`src/rtl/odo_pkg.sv`:
```
// Shared types, constants and table helpers for the wheel odometry block.
// Used by the channel interfaces, the controller, the datapath and the top level.
// No dependencies.
package odo_pkg;

  localparam int FRAC_BITS_DEF = 16;
  localparam int CNT_W         = 32;
  localparam int POS_W         = 48;
  localparam int HEAD_OUT_W    = 32;
  localparam int CFG_W         = 16;
  localparam int DATA_W        = 32;
  localparam int ADDR_W        = 3;
  localparam logic [CFG_W-1:0] MM_RESET  = 16'd44761;
  localparam logic [CFG_W-1:0] DEG_RESET = 16'd16253;

  localparam int DEG_FULL    = 360;
  localparam int DEG_HALF    = 180;
  localparam int DEG_THREE_Q = 270;
  localparam int DEG_QUARTER = 90;
  localparam int DEG_W       = 9;
  localparam int DIGIT_BITS  = 4;

  localparam int TAB_LEN   = 91;
  localparam int TAB_IW    = 7;
  localparam longint TAB_SCALE = 64'd10000000;

  localparam int unsigned QSINE_RAW [TAB_LEN] = '{
    0, 174436, 348818, 523094, 697212, 871117, 1044760, 1218080,
    1391030, 1563560, 1735610, 1907130, 2078080, 2248390, 2418020,
    2586910, 2755010, 2922280, 3088660, 3254090, 3418540, 3581940,
    3744260, 3905440, 4065430, 4224180, 4381640, 4537780, 4692530,
    4845850, 4997700, 5148030, 5296790, 5443940, 5589430, 5733230,
    5875280, 6015540, 6153960, 6290520, 6425160, 6557850, 6688540,
    6817200, 6943780, 7068250, 7190570, 7310700, 7428610, 7544250,
    7657600, 7768620, 7877270, 7983530, 8087360, 8188730, 8287600,
    8383960, 8477760, 8568980, 8657600, 8743580, 8826900, 8907530,
    8985460, 9060650, 9133080, 9202730, 9269580, 9333610, 9394810,
    9453140, 9508590, 9561160, 9610810, 9657540, 9701330, 9742170,
    9780040, 9814940, 9846850, 9875760, 9901670, 9924560, 9944440,
    9961290, 9975110, 9985890, 9993630, 9998340, 10000000
  };

  typedef enum logic {
    REG_MM,
    REG_DEG
  } reg_idx_t;

  typedef enum logic [3:0] {
    ST_IDLE,
    ST_MUL,
    ST_HEAD,
    ST_MOD,
    ST_ANG,
    ST_LOOK,
    ST_INTERP,
    ST_PROD,
    ST_SUM,
    ST_ACC,
    ST_DONE
  } odo_state_t;

  typedef struct packed {
    logic capture;
    logic clear;
    logic mul;
    logic head;
    logic mod_step;
    logic ang;
    logic look;
    logic interp;
    logic prod;
    logic sum;
    logic acc;
    logic out_load;
  } odo_cmd_t;

  typedef struct packed {
    logic mod_last;
  } odo_stat_t;

  typedef struct packed {
    logic              neg;
    logic [TAB_IW-1:0] idx;
  } fold_t;

  function automatic longint sine_entry(int idx, int frac);
    return ((longint'(QSINE_RAW[idx]) << frac) + TAB_SCALE / 2) / TAB_SCALE;
  endfunction

  function automatic int wrap_rem(int w);
    int r;
    r = 1;
    for (int i = 0; i < w; i++) begin
      r = r * 2;
      if (r >= DEG_FULL) begin
        r = r - DEG_FULL;
      end
    end
    return r;
  endfunction

  function automatic fold_t sine_fold(logic [DEG_W-1:0] d);
    fold_t f;
    f.neg = 1'b0;
    f.idx = '0;
    if (d <= DEG_W'(DEG_QUARTER)) begin
      f.idx = TAB_IW'(d);
    end else if (d <= DEG_W'(DEG_HALF)) begin
      f.idx = TAB_IW'(DEG_W'(DEG_HALF) - d);
    end else if (d <= DEG_W'(DEG_THREE_Q)) begin
      f.neg = 1'b1;
      f.idx = TAB_IW'(d - DEG_W'(DEG_HALF));
    end else begin
      f.neg = 1'b1;
      f.idx = TAB_IW'(DEG_W'(DEG_FULL) - d);
    end
    return f;
  endfunction

endpackage

```
`src/rtl/odo_ctrl.sv`:
```
// Sequencing state machine for the odometry block and the result valid flag.
// Depends on odo_pkg for the state, command and status types.
module odo_ctrl import odo_pkg::*; (
  input  logic      clk,
  input  logic      rst_n,
  input  logic      in_valid,
  input  logic      in_operation,
  output logic      in_ready,
  input  logic      out_ready,
  output logic      out_valid,
  output odo_cmd_t  cmd,
  input  odo_stat_t stat
);

  odo_state_t state_r, state_nxt;
  logic       out_valid_r, out_valid_nxt;

  always_ff @(posedge clk) begin
    if (!rst_n) begin
      state_r     <= ST_IDLE;
      out_valid_r <= 1'b0;
    end else begin
      state_r     <= state_nxt;
      out_valid_r <= out_valid_nxt;
    end
  end

  always_comb begin
    cmd       = '0;
    state_nxt = state_r;
    in_ready  = (state_r == ST_IDLE);
    case (state_r)
      ST_IDLE: begin
        if (in_valid) begin
          if (in_operation) begin
            cmd.clear = 1'b1;
            state_nxt = ST_DONE;
          end else begin
            cmd.capture = 1'b1;
            state_nxt   = ST_MUL;
          end
        end
      end
      ST_MUL: begin
        cmd.mul   = 1'b1;
        state_nxt = ST_HEAD;
      end
      ST_HEAD: begin
        cmd.head  = 1'b1;
        state_nxt = ST_MOD;
      end
      ST_MOD: begin
        cmd.mod_step = 1'b1;
        if (stat.mod_last) begin
          state_nxt = ST_ANG;
        end
      end
      ST_ANG: begin
        cmd.ang   = 1'b1;
        state_nxt = ST_LOOK;
      end
      ST_LOOK: begin
        cmd.look  = 1'b1;
        state_nxt = ST_INTERP;
      end
      ST_INTERP: begin
        cmd.interp = 1'b1;
        state_nxt  = ST_PROD;
      end
      ST_PROD: begin
        cmd.prod  = 1'b1;
        state_nxt = ST_SUM;
      end
      ST_SUM: begin
        cmd.sum   = 1'b1;
        state_nxt = ST_ACC;
      end
      ST_ACC: begin
        cmd.acc   = 1'b1;
        state_nxt = ST_DONE;
      end
      ST_DONE: begin
        if (!out_valid_r || out_ready) begin
          cmd.out_load = 1'b1;
          state_nxt    = ST_IDLE;
        end
      end
      default: begin
        state_nxt = ST_IDLE;
      end
    endcase
  end

  always_comb begin
    out_valid_nxt = out_valid_r;
    if (out_valid_r && out_ready) begin
      out_valid_nxt = 1'b0;
    end
    if (cmd.out_load) begin
      out_valid_nxt = 1'b1;
    end
  end

  assign out_valid = out_valid_r;

endmodule

```
`config.mk`:
```
export PLATFORM = sky130hd
export DESIGN_NAME = odo_ctrl
export DESIGN_NICKNAME = d
export VERILOG_FILES = /design/src/rtl/odo_pkg.sv /design/src/rtl/odo_ctrl.sv
export SDC_FILE = /design/constraint.sdc
export NUM_CORES = 1
export LEC_CHECK = 0
export BUFFER_PORTS_ARGS = -buffer_cell sky130_fd_sc_hd__buf_2
export CORE_UTILIZATION = 25
export CTS_CLUSTER_DIAMETER = 40
export CTS_CLUSTER_SIZE = 30
export DETAILED_ROUTE_END_ITERATION = 16
export PLACE_DENSITY = 0.52
export REMOVE_ABC_BUFFERS = 1
export SKIP_LAST_GASP = 1
export SYNTH_ARGS = -nofsm -noshare
export SYNTH_HDL_FRONTEND = slang
export SYNTH_SLANG_ARGS = --single-unit
```
`constraint.sdc`:
```
create_clock -name clk -period 1.9 [get_ports clk]
set_input_delay 0.19 -clock clk [delete_from_list [all_inputs] [get_ports clk]]
set_output_delay 0.19 -clock clk [all_outputs]
set_load 0.01 [all_outputs]
```
==> impl_results.md, run 1 <==
* Core Util, Final at 34.3%
* First-iteration detailed-routing DRC count at 7
* Fin crit period at 1.58 ns
* Largest buffer count on any clock path at 2
* Endpoint kind of the worst setup timing path: primary output
* Period Utilization, post-route at about 83%
* Worst voltage drop across the vdd grid at around 380 uV
* Fraction of the mapped netlist area in compound gates at around 17%
* CP arrival at about 1.4 ns
* Yosys warning count at 0
* Endpoint of the worst hold-timing path: state_r[3]
* Global router's overall resource usage at between 10 and 15%
* Clock slew at reported path FFs at ~0.040 ns
* Initial core utilization at a little over a quarter
* Most common library cell in the layout ignoring fill and taps: buf_2
* Most frequent cells in the layout: buf_2, nor3_1, nand2_1
* Total inserted antenna cells at 0
* H-tree lvl count at 1
* Root cell of the clock tree: clkbuf_4
* CTS tree: done
* Combinational family with the most area after synthesis: simple AND/OR/NAND/NOR gates
* Worst r2r src: state_r[1]
* Peak fanout along the critical path at 12
* Number of filler cells placed in the layout at roughly 180
* Area growth syn-to-layout at 24.9%
* Portion of the post-synthesis area used by sequential elements at 23.7%
* Detailed-placement wirelength estimate at about 750 um
* Slowest CP cell: dfxtp_1
* Power per cell area at ~1300 mW/mm^2
* Number of failing setup endpoints in the final timing report at 0
* Count of unique library cells instantiated by Yosys at 28
* Wire per inst at around 11 um
* HP Start: rst_n
* Worst reg2reg endpoint: state_r[1]
* Number of antenna violations at the first check in global routing at 0
* Post-Place Worst Slack at ~0.46 ns
* Worst slew slack as a fraction of its limit at a little over two thirds
* Wire length of the first global-routing pass at around 1.6 mm
* Total core area at about 0.0015 mm^2
* Pin slew with the least headroom to its limit at approximately 0.45 ns
* Final net count at 83
* Width of the chip at approximately 43 um
* Routed Wire Length at around 1.0 mm
* Num Clock Sinks at 5
* Pin count of the biggest net entering global routing at 13
* I/O pins at 20
* Worst-path cell chain: and4bb_1 > nor2b_1 > buf_2
* Multiplexer share of the synthesized area at 0%
* Max Clock Skew at around 0.0016 ns
* Startpoint types: flip-flop
* Pins over their slew limit at 0
* Final Power at ~700 uW
* Outcome: completed
* Static leakage at between 0.2 and 0.3 nW
* Number of buffers inserted by hold repair at cts at 0
* Number of synthesized register bits at 5
* Peak per-stage delay on the critical path at between 0.5 and 0.6 ns
* Final critical-path setup slack at roughly 0.32 ns
* Setup repair after global routing missed its margin: no
* Final antenna-violating net count at 0
* Parity-gate share of the synthesized area counting xor and xnor cells at 0%
* Count of unresolved DRC violations after routing at 0
* Number of buffer and inverter instances along the worst setup path at 1
* Clock insertion delay at the later pin of the skew report at about 0.25 ns
* Count of mapped cells out of synthesis at between 50 and 60
* Routability Congestion at between 0.7 and 0.8
* Summed area of non-filler cells in the final layout at about 530 um^2
* Num CTS Buffers at 3
* # rows at 14
* Synth Area in Simple Gates at approximately half
* Cells on worst reg2reg path at 4
* Placement Cell Area at 502 um^2
* Adder and majority gate portion of the synthesized area at 0%
* Resize count post-CTS at 0
* Max-capacitance violation count at 0
* Cell area after synthesis at between 400 and 500 um^2
* Number of setup buffers added after CTS at 0
* IO Port Bufs at 19
* Crit path required time at 1.71 ns
* Final hold violation count at 0
* Slack of the worst reg-to-reg path at about 0.45 ns
* DR vias/cell at between 5 and 6
* Setup CP Type: reg -> out
* Chip Height at roughly 43 um
* Syn_area_per_cell at ~7.3 um^2
* Setup TNS Final at 0 ns
* Grt ovf at 0
* Ratio of cells with drive above 1 in the final layout at 31.6%
* Die footprint at about 0.0019 mm^2
* Via count of the first global-routing pass at 383
* Vias after detailed routing at 462
* Cell depth of the worst hold path at 3
* Upper clock frequency limit at 632 MHz
* Worst hold path type: in -> reg
* Worst path top cell family by delay: flip-flops
* Number of iterations in the first detailed-routing pass at 3
==> tightest hold or removal path, cell delays in order <==
cell	delay, ns
buf_2	0.13
nand2_1	0.06
a21oi_1	0.03
==> kinds of logic after synthesis <==
| group | after synthesis |
|---|---|
| buffers and inverters | 7 |
| and+or+nand+nor | 35 |
| DFF | 5 |
| AOI/OAI and AO/OA | 11 |
==> registers in the layout, indices dropped and copies added, names as in the netlist <==
name       cells
state_r        4
out_valid      1
==> worst max path at each step <==
stage	slack [ns]	startpoint	endpoint	cells after the start
floorplan	0.54	state_r[1]	state_r[1]	4
global placement	0.44	state_r[1]	state_r[1]	4
detailed placement	0.46	state_r[1]	state_r[1]	4
CTS	0.31	state_r[0]	cmd[0]	3
global route	0.19	state_r[0]	cmd[9]	3
finish	0.32	state_r[0]	cmd[0]	3
==> layer usage <==
layer  GRT usage, %  vias to the layer above  share of wire (%)
li1               -                      241                  -
met1           13.4                      206                 44
met2           17.6                       13                 51
met3           3.83                        2                3.8
met4           7.27                        0               0.79
met5              0                        -                  0
==> through the flow <==
step,hold WS (ns),instances
floorplan,0.299,53
global placement,0.480,88
detailed placement,0.472,88
CTS,0.217,92
global route,0.225,92
finish,0.217,92
==> synthesized netlist by cell type, drive strengths merged <==
cell | instances | area share, %
nand2 | 7 | 6.2
nor3 | 7 | 8.3
buf | 5 | 8.6
dfxtp | 5 | 24
nor2 | 5 | 4.4
nand2b | 4 | 6.5
a21oi | 3 | 3.5
and3 | 2 | 3.0
inv | 2 | 1.8
nand3 | 2 | 2.4
nor2b | 2 | 3.0
o21ai | 2 | 2.4
a22o | 1 | 2.1
a31oi | 1 | 1.5
and4bb | 1 | 3.0
nor3b | 1 | 1.8
nor4 | 1 | 5.0
o211ai | 1 | 1.8
o21a | 1 | 1.8
o221ai | 1 | 2.1
o311ai | 1 | 2.1
or2 | 1 | 1.5
or2b | 1 | 1.8
or3b | 1 | 2.1
==> report_power, final <==
part           total [mW]  internal [mW]  switching [mW]
combinational       0.348          0.160           0.188
clock               0.127         0.0796          0.0473
sequential          0.222          0.134          0.0880
total               0.697          0.374           0.323
==> final cells by class <==
class,instances,area [um^2],area share [%]
Tap cell,16,20.0,3.79
Inverter,2,7.51,1.42
Clock buffer,4,26.3,4.98
Timing Repair Buffer,19,95.1,18.0
Multi-Input combinational cell,46,279,52.8
Sequential cell,5,100,19.0
(Power assumes the default switching activity.)
==> inputs of run 2 (changes only) <==
clock period = 1.6 ns   (was 1.9 ns; I/O delays follow)
==> run 2 against run 1 <==
First-iteration DRC count increased to 2.9 times the previous value; register-to-register slack got worse by 0.27 ns; combinational power increased by 29%; non-clock buffer count increased by 2; routed wire length unchanged; count of clock-buffer cells in the layout unchanged; power increased by 23%; sequential power increased by 18%.
==> impl_results.md, run 2 (same netlist as run 1, synthesis figures left out) <==
* IO Port Bufs at 19
* H-tree lvl count at 1
* Total inserted antenna cells at 0
* Routed Wire Length at 1.02 mm
* Metal1 wirelength at around 500 um
* Worst slew slack as a fraction of its limit at approximately 73%
* Vias after detailed routing at roughly 470
* Worst hold slack after final layout at 0.188 ns
* Peak fanout along the critical path at 11
* Fin crit period at ~1.5 ns
* Sequential fraction of design power at a little under a third
* Post-Place Worst Slack at roughly 0.19 ns
* DR vias/cell at 4.95
* Final antenna-violating net count at 0
* Share of power burned in combinational logic at 52.6%
* Worst hold path type: in -> reg
* Number of buffer and inverter instances along the worst setup path at 1
* Global router's overall resource usage at approximately an eighth
* Count of unresolved DRC violations after routing at 0
* Resize count post-CTS at 0
* Static leakage at 0.262 nW
* Period Utilization, post-route at approximately 94%
* Wire per inst at approximately 11 um
* Chip Height at roughly 43 um
* Number of buffers inserted by hold repair at cts at 0
* First-iteration detailed-routing DRC count at 20
* Slowest CP cell: dfxtp_1
* Number of antenna violations at the first check in global routing at 0
* Worst-path cell chain: and4bb_1 > nor2b_1 > buf_2
* Pin count of the biggest net entering global routing at 12
* Power spent charging and discharging nets at 385 uW
* Upper clock frequency limit at 668 MHz
* Endpoint kind of the worst setup timing path: primary output
* Final hold violation count at 0
* CTS tree: done
* Clock insertion delay at the later pin of the skew report at around 0.24 ns
* Power per cell area at between 1500 and 2000 mW/mm^2
* Ratio of cells with drive above 1 in the final layout at between 30% and 40%
* Routability Congestion at about 0.72
* Met2 wire length at between 400 and 500 um
* Clock slew at reported path FFs at approximately 0.05 ns
* I/O pins at 20
* Setup CP Type: reg -> out
* Worst path top cell family by delay: flip-flops
* Pins over their slew limit at 0
* Pin slew with the least headroom to its limit at between 0.4 and 0.5 ns
* Most frequent cells in the layout: buf_2, nor3_1, nand2_1
* Wire length of the first global-routing pass at between 1.5 and 2 mm
* Cell Int Power at 469 uW
* Peak per-stage delay on the critical path at about 0.54 ns
* Final net count at 85
* Die footprint at approximately 0.0019 mm^2
* Setup repair after global routing missed its margin: no
* Final critical-path setup slack at roughly 0.10 ns
* Crit path required time at 1.44 ns
* Number of filler cells placed in the layout at 170
* Multi-input gate area in the final layout at roughly 280 um^2
* Met3 WL at 42 um
* Max Clock Skew at roughly 0.0066 ns
* Portion of total power attributed to the clock network at between 10% and 20%
* Root cell of the clock tree: clkbuf_4
* Largest buffer count on any clock path at 2
* Startpoint types: flip-flop
* Number of iterations in the first detailed-routing pass at 4
* Register with the most flip-flops: state_r
* Number of setup buffers added after CTS at 0
* Setup TNS Final at 0 ns
* Most common library cell in the layout ignoring fill and taps: buf_2
* Number of failing setup endpoints in the final timing report at 0
* Num Clock Sinks at 5
* Max-capacitance violation count at 0
* Initial core utilization at 27.4%
* Area growth syn-to-layout at 29.0%
* Worst voltage drop across the vdd grid at 350 uV
* Total core area at approximately 0.0015 mm^2
* Switch share at 45.1%
* FF/Latch Area at between 100 and 150 um^2
* CP arrival at 1.34 ns
* Final Power at between 800 and 900 uW
* Grt ovf at 0
* # rows at 14
* Uppermost metal layer occupied by signal nets: met3
* Via count of the first global-routing pass at a little over 400
* Detailed-placement wirelength estimate at approximately 790 um
* Outcome: completed
* Num CTS Buffers at 3
* Largest register FFs at 4
* Width of the chip at between 40 and 50 um
==> run 2: changes by cell type in the layout (fill, tap and decap cells not counted) <==
| cell | change |
|---|---|
| buf_4 | +2 |
| dfxtp_1 | -2 |
| dfxtp_2 | +2 |
==> run 2: power by group through the flow <==
| stage | combinational [mW] | clock [mW] | sequential, mW |
|---|---|---|---|
| floorplan | 0.297 | 0 | 0.239 |
| global placement | 0.458 | 0 | 0.259 |
| detailed placement | 0.450 | 0 | 0.259 |
| CTS | 0.452 | 0.146 | 0.256 |
| global route | 0.499 | 0.153 | 0.273 |
| finish | 0.449 | 0.143 | 0.263 |
==> run 2: layout make-up <==
| class | instances | area share [%] |
|---|---|---|
| Timing Repair Buffer | 21 | 20.2 |
| Sequential cell | 5 | 18.8 |
| Inverter | 2 | 1.38 |
| Multi-Input combinational cell | 46 | 51.1 |
| Clock buffer | 4 | 4.82 |
| Tap cell | 16 | 3.67 |
==> run 2: path summary, 6_finish.rpt <==
| check | to | depth (start not counted) | slack, ns | from |
|---|---|---|---|---|
| setup / recovery | cmd[0] | 3 | 0.10 | state_r[1] |
| hold / removal | state_r[3] | 3 | 0.19 | rst_n |
| setup reg to reg | state_r[1] | 4 | 0.18 | state_r[1] |
| hold reg to reg | state_r[2] | 1 | 0.60 | state_r[3] |
==> run 2: per-layer routing <==
metal	global-route usage, %	vias to the layer above
met3	3.83	0
li1	-	245
met2	18.5	13
met1	15.4	207
met4	3.64	0
met5	0	-
==> run 2: stage by stage <==
stage          std cells  util [%]  instance area [um^2]
5_1_grt               94      35.4                   546
3_5_place_dp          90      33.5                   517
4_1_cts               94      35.2                   543
6_report              94      35.4                   546
3_3_place_gp          90      33.5                   517
2_1_floorplan         53         -                   387
==> run 2: tightest hold or removal path, cell delays in order <==
cell and delay [ns]:
buf_2 0.13, nand2_1 0.06, a21oi_1 0.04
